## src/rtl/dwsc_pkg.sv

```systemverilog
// Shared types, word kind codes, error bit positions and successor tables
// for the readout word stream checker. No dependencies.
`timescale 1ns / 1ps

package dwsc_pkg;

    localparam int WORD_W   = 32;
    localparam int LINK_W   = 20;
    localparam int ERR_W    = 22;

    // Word kinds. Codes follow the successor table layout.
    typedef enum logic [3:0] {
        K_START = 4'd0,
        K_E1    = 4'd1,
        K_E2    = 4'd2,
        K_EH    = 4'd3,
        K_ET    = 4'd4,
        K_PAD   = 4'd5,
        K_PH    = 4'd6,
        K_PT    = 4'd7,
        K_CH    = 4'd8,
        K_CT    = 4'd9,
        K_HIT   = 4'd10,
        K_BAD   = 4'd11
    } t_kind;

    localparam int KIND_N = 12;

    // Type field (bits 30..27) of words with bit 31 set.
    localparam logic [3:0] TYPE_CHIP     = 4'd0;
    localparam logic [3:0] TYPE_PORT_HDR = 4'd1;
    localparam logic [3:0] TYPE_PAD      = 4'd2;
    localparam logic [3:0] TYPE_PORT_TRL = 4'd3;
    localparam logic [3:0] TYPE_E2_LO    = 4'd4;
    localparam logic [3:0] TYPE_E2_HI    = 4'd10;
    localparam logic [4:0] TYPE_E2_BIAS  = 5'd3;

    localparam logic [10:0] E1_MARK      = 11'h7ff;
    localparam logic [2:0]  CHIP_HDR_TAG = 3'd0;
    localparam logic [2:0]  CHIP_TRL_TAG = 3'd7;

    // Error bit positions.
    localparam int ERR_BAD_CHIP     = 0;
    localparam int ERR_EH_LINK      = 8;
    localparam int ERR_ET_NUMBER    = 9;
    localparam int ERR_PH_EVENT     = 10;
    localparam int ERR_PT_PORT      = 11;
    localparam int ERR_PT_EVENT     = 12;
    localparam int ERR_CT_PORT      = 13;
    localparam int ERR_BAD_EVENT    = 14;
    localparam int ERR_TOO_SHORT    = 15;
    localparam int ERR_NOT_EH_FIRST = 16;
    localparam int ERR_DOUBLE_HDR   = 17;
    localparam int ERR_NO_HDR       = 18;
    localparam int ERR_HIT_NO_EVENT = 19;
    localparam int ERR_SUCCESSOR    = 20;
    localparam int ERR_NO_ET_END    = 21;

    typedef struct packed {
        logic [WORD_W-1:0] word;
        logic              first_word;
        logic              last_word;
        logic [LINK_W-1:0] link_event;
    } t_in_item;

    typedef struct packed {
        logic              hit_valid;
        logic [3:0]        hit_geo;
        logic [2:0]        port_number;
        logic [5:0]        hit_channel;
        logic [15:0]       hit_amplitude;
        logic [ERR_W-1:0]  error_bits;
        logic              stopped;
        logic              event_done;
    } t_out_item;

    // Classifier result handed to the tracker.
    typedef struct packed {
        t_kind kind;
        logic  bad_chip;
    } t_class;

    function automatic logic [KIND_N-1:0] f_kind_bit(input t_kind k);
        f_kind_bit = KIND_N'(1) << k;
    endfunction

    function automatic logic [KIND_N-1:0] f_full_next(input t_kind prev);
        case (prev)
            K_START: f_full_next = f_kind_bit(K_EH) | f_kind_bit(K_E1);
            K_EH:    f_full_next = f_kind_bit(K_PAD);
            K_ET:    f_full_next = f_kind_bit(K_EH) | f_kind_bit(K_E1);
            K_PAD:   f_full_next = f_kind_bit(K_PAD) | f_kind_bit(K_PH)
                                 | f_kind_bit(K_ET) | f_kind_bit(K_PT);
            K_PH:    f_full_next = f_kind_bit(K_CH) | f_kind_bit(K_HIT)
                                 | f_kind_bit(K_E2) | f_kind_bit(K_PT)
                                 | f_kind_bit(K_PAD);
            K_PT:    f_full_next = f_kind_bit(K_PH) | f_kind_bit(K_PAD);
            K_CH:    f_full_next = f_kind_bit(K_HIT) | f_kind_bit(K_CT)
                                 | f_kind_bit(K_E2);
            K_CT:    f_full_next = f_kind_bit(K_PT) | f_kind_bit(K_E2)
                                 | f_kind_bit(K_PAD) | f_kind_bit(K_CH);
            K_HIT:   f_full_next = f_kind_bit(K_HIT) | f_kind_bit(K_E2)
                                 | f_kind_bit(K_CT) | f_kind_bit(K_PT)
                                 | f_kind_bit(K_PAD);
            default: f_full_next = '0;
        endcase
    endfunction

    function automatic logic [KIND_N-1:0] f_reduced_next(input t_kind prev);
        case (prev)
            K_START: f_reduced_next = f_kind_bit(K_EH) | f_kind_bit(K_E1);
            K_EH:    f_reduced_next = f_kind_bit(K_E1) | f_kind_bit(K_E2)
                                    | f_kind_bit(K_HIT) | f_kind_bit(K_ET);
            K_ET:    f_reduced_next = f_kind_bit(K_E1) | f_kind_bit(K_EH);
            K_HIT:   f_reduced_next = f_kind_bit(K_E1) | f_kind_bit(K_E2)
                                    | f_kind_bit(K_HIT) | f_kind_bit(K_ET);
            default: f_reduced_next = '0;
        endcase
    endfunction

endpackage

```

## src/rtl/dwsc_classifier.sv

```systemverilog
// Word classifier: decodes one 32-bit readout word into its kind.
// Depends on dwsc_pkg.
`timescale 1ns / 1ps

module dwsc_classifier (
    input  logic [dwsc_pkg::WORD_W-1:0] i_word,
    output dwsc_pkg::t_class            o_class
);

    always_comb begin
        o_class.bad_chip = 1'b0;
        o_class.kind     = dwsc_pkg::K_BAD;
        if (!i_word[31]) begin
            if (i_word[30:20] == dwsc_pkg::E1_MARK) begin
                o_class.kind = dwsc_pkg::K_E1;
            end else if (i_word[30]) begin
                o_class.kind = dwsc_pkg::K_ET;
            end else begin
                o_class.kind = dwsc_pkg::K_EH;
            end
        end else begin
            case (i_word[30:27])
                dwsc_pkg::TYPE_CHIP: begin
                    if (i_word[23]) begin
                        o_class.kind = dwsc_pkg::K_HIT;
                    end else if (i_word[2:0] == dwsc_pkg::CHIP_HDR_TAG) begin
                        o_class.kind = dwsc_pkg::K_CH;
                    end else if (i_word[2:0] == dwsc_pkg::CHIP_TRL_TAG) begin
                        o_class.kind = dwsc_pkg::K_CT;
                    end else begin
                        o_class.kind     = dwsc_pkg::K_BAD;
                        o_class.bad_chip = 1'b1;
                    end
                end
                dwsc_pkg::TYPE_PORT_HDR: o_class.kind = dwsc_pkg::K_PH;
                dwsc_pkg::TYPE_PAD:      o_class.kind = dwsc_pkg::K_PAD;
                dwsc_pkg::TYPE_PORT_TRL: o_class.kind = dwsc_pkg::K_PT;
                default: begin
                    if (i_word[30:27] >= dwsc_pkg::TYPE_E2_LO &&
                        i_word[30:27] <= dwsc_pkg::TYPE_E2_HI) begin
                        o_class.kind = dwsc_pkg::K_E2;
                    end else begin
                        o_class.kind = dwsc_pkg::K_BAD;
                    end
                end
            endcase
        end
    end

endmodule

```

## src/rtl/dwsc_tracker.sv

```systemverilog
// Header tracking state and per-word checks; produces one result per word.
// Depends on dwsc_pkg and dwsc_classifier.
`timescale 1ns / 1ps

module dwsc_tracker (
    input  logic                i_clk,
    input  logic                i_rst_n,
    input  logic                i_advance,
    input  dwsc_pkg::t_in_item  i_item,
    output dwsc_pkg::t_out_item o_result
);

    dwsc_pkg::t_class cls;

    logic [1:0]                  r_words_seen, n_words_seen;
    logic                        r_full, n_full;
    dwsc_pkg::t_kind             r_prev, n_prev;
    logic                        r_event_open, n_event_open;
    logic [19:0]                 r_event_num, n_event_num;
    logic [3:0]                  r_geo, n_geo;
    logic                        r_port_open, n_port_open;
    logic [2:0]                  r_port_num, n_port_num;
    logic [5:0]                  r_port_event, n_port_event;
    logic                        r_chip_open, n_chip_open;
    logic [2:0]                  r_chip_port, n_chip_port;
    logic                        r_stopped, n_stopped;
    logic [dwsc_pkg::LINK_W-1:0] r_expected, n_expected;

    logic                        first;
    logic                        proceed;
    logic                        fatal;
    logic [19:0]                 w_num;
    logic [2:0]                  w_port;
    logic [4:0]                  e2_idx;
    logic [dwsc_pkg::KIND_N-1:0] allowed;
    logic [dwsc_pkg::ERR_W-1:0]  err;

    dwsc_classifier u_classifier (
        .i_word  (i_item.word),
        .o_class (cls)
    );

    assign w_num  = i_item.word[19:0];
    assign w_port = i_item.word[26:24];
    assign e2_idx = {1'b0, i_item.word[30:27]} - dwsc_pkg::TYPE_E2_BIAS;

    always_comb begin
        first        = i_item.first_word || (r_words_seen == 2'd0);
        proceed      = 1'b0;
        fatal        = 1'b0;
        allowed      = '0;
        err          = '0;
        o_result     = '0;

        n_words_seen = r_words_seen;
        n_full       = r_full;
        n_prev       = r_prev;
        n_event_open = r_event_open;
        n_event_num  = r_event_num;
        n_geo        = r_geo;
        n_port_open  = r_port_open;
        n_port_num   = r_port_num;
        n_port_event = r_port_event;
        n_chip_open  = r_chip_open;
        n_chip_port  = r_chip_port;
        n_stopped    = r_stopped;
        n_expected   = r_expected;

        if (first) begin
            n_words_seen = 2'd1;
            n_full       = 1'b0;
            n_prev       = dwsc_pkg::K_START;
            n_event_open = 1'b0;
            n_event_num  = '0;
            n_geo        = '0;
            n_port_open  = 1'b0;
            n_port_num   = '0;
            n_port_event = '0;
            n_chip_open  = 1'b0;
            n_chip_port  = '0;
            n_stopped    = 1'b0;
            n_expected   = i_item.link_event;
            if (i_item.last_word) begin
                err[dwsc_pkg::ERR_TOO_SHORT] = 1'b1;
                n_stopped = 1'b1;
            end else if (cls.kind != dwsc_pkg::K_EH) begin
                err[dwsc_pkg::ERR_BAD_CHIP]     = cls.bad_chip;
                err[dwsc_pkg::ERR_NOT_EH_FIRST] = 1'b1;
                n_stopped = 1'b1;
            end else begin
                proceed = 1'b1;
            end
        end else if (!r_stopped) begin
            if (r_words_seen == 2'd1) begin
                n_full       = (cls.kind == dwsc_pkg::K_PAD);
                n_words_seen = 2'd2;
            end
            proceed = 1'b1;
        end

        // From here the n_ values hold the state as seen by this word.
        if (proceed) begin
            err[dwsc_pkg::ERR_BAD_CHIP] = cls.bad_chip;
            case (cls.kind)
                dwsc_pkg::K_E2: begin
                    err = err | (dwsc_pkg::ERR_W'(1) << e2_idx);
                    o_result.port_number = w_port;
                    if (n_event_open) begin
                        o_result.hit_geo = n_geo;
                    end
                end
                dwsc_pkg::K_EH: begin
                    if (n_event_open) begin
                        err[dwsc_pkg::ERR_DOUBLE_HDR] = 1'b1;
                        fatal = 1'b1;
                    end else begin
                        if (w_num != n_expected) begin
                            err[dwsc_pkg::ERR_EH_LINK] = 1'b1;
                        end
                        n_event_open = 1'b1;
                        n_event_num  = w_num;
                        n_geo        = i_item.word[23:20];
                    end
                end
                dwsc_pkg::K_ET: begin
                    if (!n_event_open) begin
                        err[dwsc_pkg::ERR_NO_HDR] = 1'b1;
                        fatal = 1'b1;
                    end else begin
                        if (w_num != n_event_num) begin
                            err[dwsc_pkg::ERR_ET_NUMBER] = 1'b1;
                        end
                        n_event_open = 1'b0;
                    end
                end
                dwsc_pkg::K_PH: begin
                    if (n_port_open) begin
                        err[dwsc_pkg::ERR_DOUBLE_HDR] = 1'b1;
                        fatal = 1'b1;
                    end else begin
                        if (n_event_open && n_event_num[5:0] != i_item.word[5:0]) begin
                            err[dwsc_pkg::ERR_PH_EVENT] = 1'b1;
                        end
                        n_port_open  = 1'b1;
                        n_port_num   = w_port;
                        n_port_event = i_item.word[5:0];
                    end
                end
                dwsc_pkg::K_PT: begin
                    if (!n_port_open) begin
                        err[dwsc_pkg::ERR_NO_HDR] = 1'b1;
                        fatal = 1'b1;
                    end else begin
                        if (w_port != n_port_num) begin
                            err[dwsc_pkg::ERR_PT_PORT] = 1'b1;
                        end
                        if (i_item.word[5:0] != n_port_event) begin
                            err[dwsc_pkg::ERR_PT_EVENT] = 1'b1;
                        end
                        n_port_open = 1'b0;
                    end
                end
                dwsc_pkg::K_HIT: begin
                    if (!n_event_open) begin
                        err[dwsc_pkg::ERR_HIT_NO_EVENT] = 1'b1;
                        fatal = 1'b1;
                    end else begin
                        o_result.hit_valid     = 1'b1;
                        o_result.hit_geo       = n_geo;
                        o_result.port_number   = w_port;
                        o_result.hit_channel   = i_item.word[21:16];
                        o_result.hit_amplitude = i_item.word[15:0];
                    end
                end
                dwsc_pkg::K_CH: begin
                    if (n_chip_open) begin
                        err[dwsc_pkg::ERR_DOUBLE_HDR] = 1'b1;
                        fatal = 1'b1;
                    end else begin
                        n_chip_open = 1'b1;
                        n_chip_port = w_port;
                    end
                end
                dwsc_pkg::K_CT: begin
                    if (!n_chip_open) begin
                        err[dwsc_pkg::ERR_NO_HDR] = 1'b1;
                        fatal = 1'b1;
                    end else begin
                        if (w_port != n_chip_port) begin
                            err[dwsc_pkg::ERR_CT_PORT] = 1'b1;
                        end
                        n_chip_open = 1'b0;
                    end
                end
                dwsc_pkg::K_BAD: begin
                    fatal = 1'b1;
                end
                default: begin
                end
            endcase

            allowed = n_full ? dwsc_pkg::f_full_next(n_prev)
                             : dwsc_pkg::f_reduced_next(n_prev);

            if (fatal) begin
                err[dwsc_pkg::ERR_BAD_EVENT] = 1'b1;
                n_stopped = 1'b1;
            end else if (cls.kind != dwsc_pkg::K_E1 && cls.kind != dwsc_pkg::K_E2 &&
                         (allowed & dwsc_pkg::f_kind_bit(cls.kind)) == '0) begin
                err[dwsc_pkg::ERR_SUCCESSOR] = 1'b1;
                err[dwsc_pkg::ERR_BAD_EVENT] = 1'b1;
                err[dwsc_pkg::ERR_NO_ET_END] = (cls.kind != dwsc_pkg::K_ET);
                n_stopped = 1'b1;
            end else begin
                if (cls.kind != dwsc_pkg::K_E1 && cls.kind != dwsc_pkg::K_E2) begin
                    n_prev = cls.kind;
                end
                if (i_item.last_word && cls.kind != dwsc_pkg::K_ET) begin
                    err[dwsc_pkg::ERR_NO_ET_END] = 1'b1;
                end
            end
        end

        o_result.error_bits = err;
        o_result.stopped    = n_stopped;
        o_result.event_done = i_item.last_word;
    end

    always_ff @(posedge i_clk) begin
        if (!i_rst_n) begin
            r_words_seen <= 2'd0;
            r_full       <= 1'b0;
            r_prev       <= dwsc_pkg::K_START;
            r_event_open <= 1'b0;
            r_event_num  <= '0;
            r_geo        <= '0;
            r_port_open  <= 1'b0;
            r_port_num   <= '0;
            r_port_event <= '0;
            r_chip_open  <= 1'b0;
            r_chip_port  <= '0;
            r_stopped    <= 1'b0;
            r_expected   <= '0;
        end else if (i_advance) begin
            r_words_seen <= n_words_seen;
            r_full       <= n_full;
            r_prev       <= n_prev;
            r_event_open <= n_event_open;
            r_event_num  <= n_event_num;
            r_geo        <= n_geo;
            r_port_open  <= n_port_open;
            r_port_num   <= n_port_num;
            r_port_event <= n_port_event;
            r_chip_open  <= n_chip_open;
            r_chip_port  <= n_chip_port;
            r_stopped    <= n_stopped;
            r_expected   <= n_expected;
        end
    end

endmodule

```

## src/rtl/daq_word_stream_checker_core.sv

```systemverilog
// A word is taken into the input register and its result is then written into the result register,
// from which the result transfer is made. Throughput: one word per cycle; the tracking state
// is read combinationally from the input register and written as the word moves into the
// result register, and only a stalled result with a word waiting behind it stalls the input.
// Reset (synchronous, active low) empties both registers and clears all tracking; the next
// word starts a buffer. Depends on dwsc_pkg.
`timescale 1ns / 1ps

module daq_word_stream_checker_core (
    input  logic                i_clk,
    input  logic                i_rst_n,
    input  logic                i_in_valid,
    output logic                o_in_stall,
    input  dwsc_pkg::t_in_item  i_in_item,
    output logic                o_out_valid,
    input  logic                i_out_stall,
    output dwsc_pkg::t_out_item o_out_item
);

    logic                r_in_valid;
    dwsc_pkg::t_in_item  r_in;
    logic                r_out_valid;
    dwsc_pkg::t_out_item r_out;
    dwsc_pkg::t_out_item result;
    logic                advance;
    logic                in_take;

    // The held word moves on whenever the result register is free or drains.
    assign advance    = r_in_valid && !(r_out_valid && i_out_stall);
    assign o_in_stall = r_in_valid && !advance;
    assign in_take    = i_in_valid && !o_in_stall;

    dwsc_tracker u_tracker (
        .i_clk     (i_clk),
        .i_rst_n   (i_rst_n),
        .i_advance (advance),
        .i_item    (r_in),
        .o_result  (result)
    );

    always_ff @(posedge i_clk) begin
        if (!i_rst_n) begin
            r_in_valid  <= 1'b0;
            r_out_valid <= 1'b0;
        end else begin
            if (in_take) begin
                r_in_valid <= 1'b1;
            end else if (advance) begin
                r_in_valid <= 1'b0;
            end
            if (advance) begin
                r_out_valid <= 1'b1;
            end else if (!i_out_stall) begin
                r_out_valid <= 1'b0;
            end
        end
    end

    always_ff @(posedge i_clk) begin
        if (in_take) begin
            r_in <= i_in_item;
        end
        if (advance) begin
            r_out <= result;
        end
    end

    assign o_out_valid = r_out_valid;
    assign o_out_item  = r_out;

endmodule

```

## config.mk

```make
export PLATFORM = sky130hd
export DESIGN_NAME = daq_word_stream_checker_core
export DESIGN_NICKNAME = d
export VERILOG_FILES = /design/src/rtl/dwsc_pkg.sv /design/src/rtl/dwsc_classifier.sv /design/src/rtl/dwsc_tracker.sv /design/src/rtl/daq_word_stream_checker_core.sv
export SDC_FILE = /design/constraint.sdc
export NUM_CORES = 1
export LEC_CHECK = 0
export BUFFER_PORTS_ARGS = -buffer_cell sky130_fd_sc_hd__buf_2
export CAP_MARGIN = 40
export CORE_MARGIN = 5
export CORE_UTILIZATION = 45
export CTS_CLUSTER_SIZE = 24
export DETAILED_ROUTE_END_ITERATION = 6
export HOLD_SLACK_MARGIN = 0.06
export PLACE_DENSITY_LB_ADDON = 0.1
export SLEW_MARGIN = 15
export SYNTH_ARGS = -nofsm -noshare
export SYNTH_HDL_FRONTEND = slang
export SYNTH_SLANG_ARGS = --single-unit
```

## constraint.sdc

```tcl
create_clock -name i_clk -period 4.5 [get_ports i_clk]
set_clock_uncertainty 0.2 [all_clocks]
set_input_delay 1.35 -clock i_clk [delete_from_list [all_inputs] [get_ports i_clk]]
set_output_delay 1.35 -clock i_clk [all_outputs]
set_load 0.01 [all_outputs]
```

==> results of run 1 <==
[worst register-to-register path, cell delays in order (launching register included)]
cell	delay [ns]
edfxtp_1	0.73
nor3_1	0.20
o31ai_1	0.53
a21o_1	0.49
o21ai_0	0.23
a221oi_1	0.41
a22oi_1	0.20
nand2b_1	0.29
nor2b_1	0.17
[kinds of logic after synthesis]
logic type	count (synthesis)	synth area share [%]
mux	23	2.81
xor+xnor	37	3.95
compound gates	171	15.6
flops	177	56.4
simple gates	268	17.7
buf+inv	55	2.57
fa+ha+maj	6	0.916
[power groups by stage]
stage | clock network (mW) | logic (mW) | registers (mW)
6_report | 1.43 | 0.289 | 1.85
5_1_grt | 1.53 | 0.316 | 1.86
4_1_cts | 1.46 | 0.289 | 1.85
3_5_place_dp | 0 | 0.288 | 1.88
3_3_place_gp | 0 | 0.282 | 1.88
2_1_floorplan | 0 | 0.190 | 1.86
[worst max path at each step]
stage / slack (ns) / from / to
after global routing: 0.70 / r_in[23]$_DFFE_PP_ / o_out_item[16]$_SDFFCE_PP0P_
after global placement: 0.91 / i_out_stall / u_tracker.r_port_event[5]$_SDFFE_PN0P_
final: 0.92 / r_in[23]$_DFFE_PP_ / o_out_item[16]$_SDFFCE_PP0P_
after CTS: 1.02 / r_in[23]$_DFFE_PP_ / o_out_item[16]$_SDFFCE_PP0P_
after floorplan: 0.05 / i_out_stall / u_tracker.r_port_event[0]$_SDFFE_PN0P_
after detailed placement: 0.82 / i_out_stall / u_tracker.r_port_event[0]$_SDFFE_PN0P_
[registers in the layout, summed over array words and instances, names as in the netlist, 2 cells and up]
signal                  flops
u_tracker.r_chip_port       3
r_in                       54
u_tracker.r_expected       20
u_tracker.r_port_num        3
u_tracker.r_words_seen      2
u_tracker.r_port_event      6
u_tracker.r_geo             4
u_tracker.r_event_num      20
o_out_item                 54
u_tracker.r_prev            4
[metrics by stage]
stage                     hold slack (ns)  instances  cell area (sq um)  utilization, %  total power, mW
after global routing                0.284       1082               9620            53.5             3.70
after floorplan                     0.243        737               8200               -             2.05
after CTS                           0.265       1081               9600            53.5             3.60
after detailed placement            0.256       1049               9030            50.3             2.17
final                               0.262       1082               9620            53.5             3.56
after global placement              0.249       1049               9030            50.3             2.16
[cell type report]
| class | instances | area (sq um) | area share [%] |
|---|---|---|---|
| inverters | 10 | 37.5 | 0.390 |
| multi-input cells | 505 | 3390 | 35.2 |
| clock buffers | 22 | 474 | 4.93 |
| well taps | 229 | 287 | 2.98 |
| repair buffers | 129 | 706 | 7.34 |
| flip-flops and latches | 177 | 4620 | 48.1 |
| clock inverters | 10 | 101 | 1.05 |
[per-layer routing]
layer,wire length [microns],track usage (%)
met1,8970,25.1
met2,9510,30.7
met3,1220,4.37
met4,457,6.97
met5,0,0
[placed cells by master, fill, tap and decap left out, types with 3 or more instances in the layout]
cell and count:
xor2_1 13, inv_1 9, nor2b_1 35, buf_2 113
o32ai_1 17, nand2_1 70, a31oi_1 17, nand4_1 7
nor2_1 39, and2_1 11, mux2i_1 23, and3_1 29
ha_1 6, buf_4 14, clkbuf_8 3, nor4_1 8
or2_2 3, nand3_1 8, nand2b_1 6, xnor2_1 24
edfxtp_1 108, nor4bb_1 13, nor3_1 21, a211oi_1 4
clkbuf_16 17, o21ai_0 17, dfxtp_1 69, o211ai_1 3
a21oi_1 18, a22o_1 9, clkinv_4 3, a21boi_0 25
a22oi_1 30, clkinvlp_4 3, nor4b_1 4
==> summary.md, run 1 <==
- count of instances resized after the clock tree is built: 0
- number of buffers added by the clock tree synthesis step: 17
- count of fill cells added during filler insertion: 1589
- R2R Path Start: r_in[23]$_DFFE_PP_
- category of the worst setup path capture point: flip-flop
- violation count after the first detailed-route iteration: 428
- clock input transition at the sequential cells of the worst setup and hold paths: 0.07 ns
- clock period minus worst slack: 3.58 ns
- top-area cell type share of the netlist area: 39.6%
- number of violations of the max-capacitance limit: 0
- sequence of cells on the critical path: nor3_1 > o31ai_1 > a21o_1 > o21ai_0 > a221oi_1 > a22oi_1 > nand2b_1 > nor2b_1
- sum of routed wire length over all layers: 20200 microns
- relative contribution of the clock network to total power: 40.0%
- largest net degree at the start of global routing: 45
- total track usage: 19.0%
- run status: finished clean
- worst min-delay path endpoint: u_tracker.r_expected[7]$_SDFFE_PN0P_
- clock sink count: 177
- number of endpoints with negative hold slack in the final report: 0
- leading area contributor after synthesis: edfxtp_1
- depth of the most critical reg-to-reg path: 8
- TritonCTS clock tree: done
- DRC violations left: 0
- Ys Warns: 0
- Mapped Cells: 737
- startpoint-to-endpoint class of the critical path: flip-flop to flip-flop
- antenna violations before repair: 0
- Top FF cell, synth: edfxtp_1
- I/O pin count: 114
- Crit path depth: 8
- Tightest Pin Transition: 0.735 ns
- CTS H-tree lvls: 4
- proportion of synthesized flip-flops having asynchronous set or reset: 0%
- floorplan die width: 145 microns
- leakage power: 3.66 nW
- Synth top cells by count: 108 x edfxtp_1, 70 x nand2_1, 69 x dfxtp_1
- grt total ovfl: 0
- final cycle utilization of the critical path: 79.7%
- number of global-route vias before repair: 6042
- Synth cell types: 62
- largest stage delay on the critical path: 0.73 ns
- most repeated cell in the gate-level netlist after synthesis: edfxtp_1
- antenna diode instance count: 0
- achievable clock frequency: 0.279 GHz
- Worst path slowest cell: edfxtp_1
- Final GP Congestion: 0.855
- syn_nets: 801
- netlist area before placement: 8190 sq um
- fraction of final layout cells sized beyond drive strength 1: 20.6%
- detailed-route vias per instance: 5.71
- reg2reg setup slack: 0.92 ns
- worst-case vdd ir drop: 0.000259 V
- input/output buffers: 113
- critical path peak fanout: 13
- maximum clock insertion buffer count: 2
- starting density of the core: 45.6%
- count of final max-slew check failures: 0
- worst reg2reg endpoint: o_out_item[16]$_SDFFCE_PP0P_
- flop and latch count out of synthesis: 177
- Worst Path Arrival: 3.67 ns
- clock latency of the later-clocked register in the worst-skew pair: 0.43 ns
- nature of the critical path startpoint: flip-flop
- data required time of the critical path: 4.58 ns
- routed len/inst: 18.6 microns
- total via count in the routed design: 6183
- Root Driver: clkbuf_16
- fraction of power spent switching nets: 24.0%
- Die Ht: 145 microns
- part of the power in combinational logic: 8.1%
- critical hold path startpoint: u_tracker.r_expected[7]$_SDFFE_PN0P_
- Top Family by Delay on Critical Path: compound AO/OA/AOI/OAI gates
- cell types occupying the most area after synthesis: edfxtp_1 40%, dfxtp_1 17%, nand2_1 3.2%
- worst-case setup margin in the final layout: 0.916 ns
- Worst Hold Depth: 2
- sequential share of power: 51.8%
- power density over the cells: 371 nW/um^2
- area of the placeable core: 18000 sq um
- hold bufs inserted after CTS: 0
- number of buffers inserted by post-CTS setup repair: 0
- wire length of the first global-routing pass: 32400 microns
- net switching power of the design: 0.855 mW
- Setup Total Neg Slack: 0 ns
- Post-synth EDFFs: 108
- Layout Nets: 904
- worst slack at placement: 0.817 ns
- worst max-slew margin expressed relative to the limit: 50.9%
- synth-to-layout area growth: 17.4%
- setup repair after global routing missed its margin: no
- Internal Power: 2.71 mW
- total half-perimeter wirelength after legalization and detailed placement: 14200 microns
- die area: 21000 sq um
- first-pass detailed-route iteration total: 5
- Hold Crit Class: flip-flop to flip-flop
- share of synthesized area occupied by flip-flops and latches: 56.4%
- count of antenna-violating nets left after detailed routing: 0
- # setup viols final: 0
- number of buffers and inverters on the critical path: 0
- Avg Cell Area, Syn: 11.1 sq um
- standard-cell row count: 49
No activity file was read; power rests on OpenSTA's default activity.
==> run 2: changes to the inputs <==
Settings changed: ABC_AREA from default to 1.
Clock period 4.5 ns to 3.6 ns, I/O delays scaled along.
==> run 2 against run 1 <==
  * Via count grew 6.2%
  * Final cell count grew 18%
  * Synthesized cell count up 26%
  * Largest cell class unchanged
  * Critical endpoint is now u_tracker.r_prev[2]$_SDFFE_PN0P_
  * Critical path type unchanged
  * Register-to-register slack lost 0.30 ns
==> summary.md, run 2 <==
- share of synthesized area occupied by flip-flops and latches: 54.5%, -2.0 points
- grt total ovfl: 0, unchanged
- post-place instance area: 9290 sq um, +2.9%
- Avg Cell Area, Syn: 9.14 sq um, -18%
- worst reg2reg endpoint: u_tracker.r_prev[2]$_SDFFE_PN0P_
- violation count after the first detailed-route iteration: 498, +16%
- wire length of the first global-routing pass: 32400 microns, about the same
- count of antenna-violating nets left after detailed routing: 0, unchanged
- Ys Warns: 0, unchanged
- proportion of synthesized flip-flops having asynchronous set or reset: 0%, unchanged
- number of buffers added by the clock tree synthesis step: 17, unchanged
- number of buffers inserted by post-CTS setup repair: 0, unchanged
- filler-free cell count of the finished design: 1280, +18%
- routed len/inst: 15.8 microns, -15%
- number of endpoints with negative hold slack in the final report: 0, unchanged
- I/O pin count: 114, unchanged
- first-pass detailed-route iteration total: 6, +1
- critical path peak fanout: 9, -4
- worst-case vdd ir drop: 0.000324 V, +25%
- category of the worst setup path capture point: flip-flop
- nature of the critical path startpoint: flip-flop
- antenna violations before repair: 0, unchanged
- clock period minus worst slack: 2.99 ns, -0.598 ns
- total via count in the routed design: 6569, +6.2%
- maximum clock insertion buffer count: 2, unchanged
- antenna diode instance count: 0, unchanged
- startpoint-to-endpoint class of the critical path: flip-flop to flip-flop
- number of violations of the max-capacitance limit: 0, unchanged
- Setup Total Neg Slack: 0 ns, unchanged
- number of global-route vias before repair: 6156, +1.9%
- starting density of the core: 45.5%, -0.072 points
- Top FF cell, synth: edfxtp_1
- worst max-slew margin expressed relative to the limit: 47.8%, -3.1 points
- synth-to-layout area growth: 16.4%
- Worst Path Arrival: 3.16 ns, -0.51 ns
- clock input transition at the sequential cells of the worst setup and hold paths: 0.07 ns, about the same
- instance count after placement with tap cells included: 1248, +19%
- DRC violations left: 0, unchanged
- # setup viols final: 0, unchanged
- reg2reg setup slack: 0.61 ns, -0.30 ns
- data required time of the critical path: 3.77 ns, -0.81 ns
- fraction of final layout cells sized beyond drive strength 1: 20.6%, -0.079 points
- hold bufs inserted after CTS: 0, unchanged
- Tightest Pin Transition: 0.783 ns, +0.0486 ns
- final cycle utilization of the critical path: 82.9%, +3.3 points
- Layout Nets: 1097, +21%
- Die Ht: 147 microns, +1.7%
- CTS H-tree lvls: 4, unchanged
- leading cell types in the layout, fill and taps excluded: 152 x nand2_1, 117 x inv_1, 113 x buf_2
- largest net degree at the start of global routing: 61, +36%
- power density over the cells: 466 nW/um^2, +26%
- worst min-delay path endpoint: u_tracker.r_port_num[2]$_SDFFE_PN0P_
- Final GP Congestion: 0.931, +8.9%
- clock latency of the later-clocked register in the worst-skew pair: 0.44 ns, about the same
- Mapped Cells: 929, +26%
- Synth top cells by count: 152 x nand2_1, 118 x inv_1, 108 x edfxtp_1
- achievable clock frequency: 0.335 GHz, +20%
- flop and latch count out of synthesis: 177, unchanged
- Synth cell types: 47, -24%
- Post-synth EDFFs: 108, unchanged
- most frequent standard cell in the layout excluding fill and tap cells: nand2_1
- area of the placeable core: 18600 sq um, +3.8%
- detailed-route vias per instance: 5.13, -10%
- Worst Hold Depth: 2, unchanged
- count of instances resized after the clock tree is built: 0, unchanged
- leading area contributor after synthesis: edfxtp_1
- floorplan die width: 147 microns, +1.7%
- leakage power: 4.23 nW, +16%
- count of fill cells added during filler insertion: 1746, +9.9%
- netlist area before placement: 8490 sq um, +3.6%
- input/output buffers: 113, unchanged
- die area: 21700 sq um, +3.4%
- setup repair after global routing missed its margin: no
- final cell area excluding filler cells: 9890 sq um, +2.8%
- run status: finished clean
- total track usage: 18.9%, -0.084 points
- count of final max-slew check failures: 0, unchanged
- worst hold-check slack: 0.265 ns, +0.00266 ns
- sum of routed wire length over all layers: 20200 microns, +0.24%
- syn_nets: 993, +24%
- clock sink count: 177, unchanged
- top-area cell type share of the netlist area: 38.2%, -1.4 points
- standard-cell row count: 50, +2.0%
- depth of the most critical reg-to-reg path: 18, +10
- Hold Crit Class: flip-flop to flip-flop
- TritonCTS clock tree: done
- most repeated cell in the gate-level netlist after synthesis: nand2_1
- R2R Path Start: r_in[21]$_DFFE_PP_
- cell types occupying the most area after synthesis: edfxtp_1 38%, dfxtp_1 16%, nand2_1 6.7%
- critical hold path startpoint: u_tracker.r_port_num[2]$_SDFFE_PN0P_
- total half-perimeter wirelength after legalization and detailed placement: 14200 microns, -0.66%
- Root Driver: clkbuf_16
==> run 2: report_power, final <==
| group | switching, mW | leakage (nW) | internal [mW] |
|---|---|---|---|
| combinational | 0.307 | 2.30 | 0.154 |
| clock | 0.905 | 0.286 | 0.937 |
| sequential | 0.0539 | 1.64 | 2.25 |
==> run 2: per-stage QoR <==
step	power (mW)	util [%]	setup slack, ns
global route	4.80	53.0	0.312
detailed placement	2.81	49.8	0.636
finish	4.61	53.0	0.614
CTS	4.64	53.0	0.628
floorplan	2.66	-	0.433
global placement	2.81	49.8	0.718
==> run 2: metal layers <==
metal	wire length (microns)	vias to the layer above	global-route usage, %
met3	994	23	4.16
met2	9560	194	30.5
li1	-	3338	-
met4	311	0	6.01
met1	9340	3014	25.5
met5	0	-	0
==> run 2: logic make-up (layout without fill, tap and decap cells) <==
kind of cell,Yosys count,count (layout),share of synthesized area (%)
simple gates,324,324,17.7
compound gates,201,201,14.1
flops,177,177,54.5
buf+inv,176,293,8.15
xor+xnor,44,44,4.54
fa+ha+maj,6,6,0.884
mux,1,1,0.118
==> run 2: how the worst max path moves through the flow <==
stage                             startpoint                          endpoint  cells after the start  slack [ns]
after floorplan                  i_out_stall           o_out_item[0]$_DFFE_PP_                      5        0.43
after global placement    r_in[21]$_DFFE_PP_  u_tracker.r_prev[2]$_SDFFE_PN0P_                     20        0.72
after detailed placement  r_in[21]$_DFFE_PP_  u_tracker.r_prev[2]$_SDFFE_PN0P_                     20        0.64
after CTS                 r_in[21]$_DFFE_PP_  u_tracker.r_prev[2]$_SDFFE_PN0P_                     20        0.63
after global routing      r_in[21]$_DFFE_PP_  u_tracker.r_prev[2]$_SDFFE_PN0P_                     20        0.31
final                     r_in[21]$_DFFE_PP_  u_tracker.r_prev[2]$_SDFFE_PN0P_                     18        0.61
==> run 2: critical path, stage by stage, from the launching register on <==
cell and delay (ns):
edfxtp_1 0.43, o21bai_2 0.30, nor2_1 0.31, inv_1 0.13, ha_1 0.32, inv_1 0.04, nor2_1 0.08, nor2_1 0.07
a21oi_1 0.13, nand4_1 0.10, nand2_1 0.09, nor2_1 0.05, nand3_1 0.10, nand2_1 0.07, nand2_2 0.10, nand4_1 0.14
nor2_1 0.14, nor2_1 0.05, nor2_1 0.07
==> run 2: area by class of cell <==
| class | count | area, sq um | share of cell area [%] |
|---|---|---|---|
| clock buffer | 18 | 429 | 4.34 |
| inverter | 133 | 499 | 5.05 |
| clock inverter | 14 | 164 | 1.66 |
| tap | 234 | 293 | 2.96 |
| timing repair buffer | 128 | 691 | 6.99 |
| multi-input combinational | 576 | 3190 | 32.2 |
| sequential | 177 | 4620 | 46.8 |
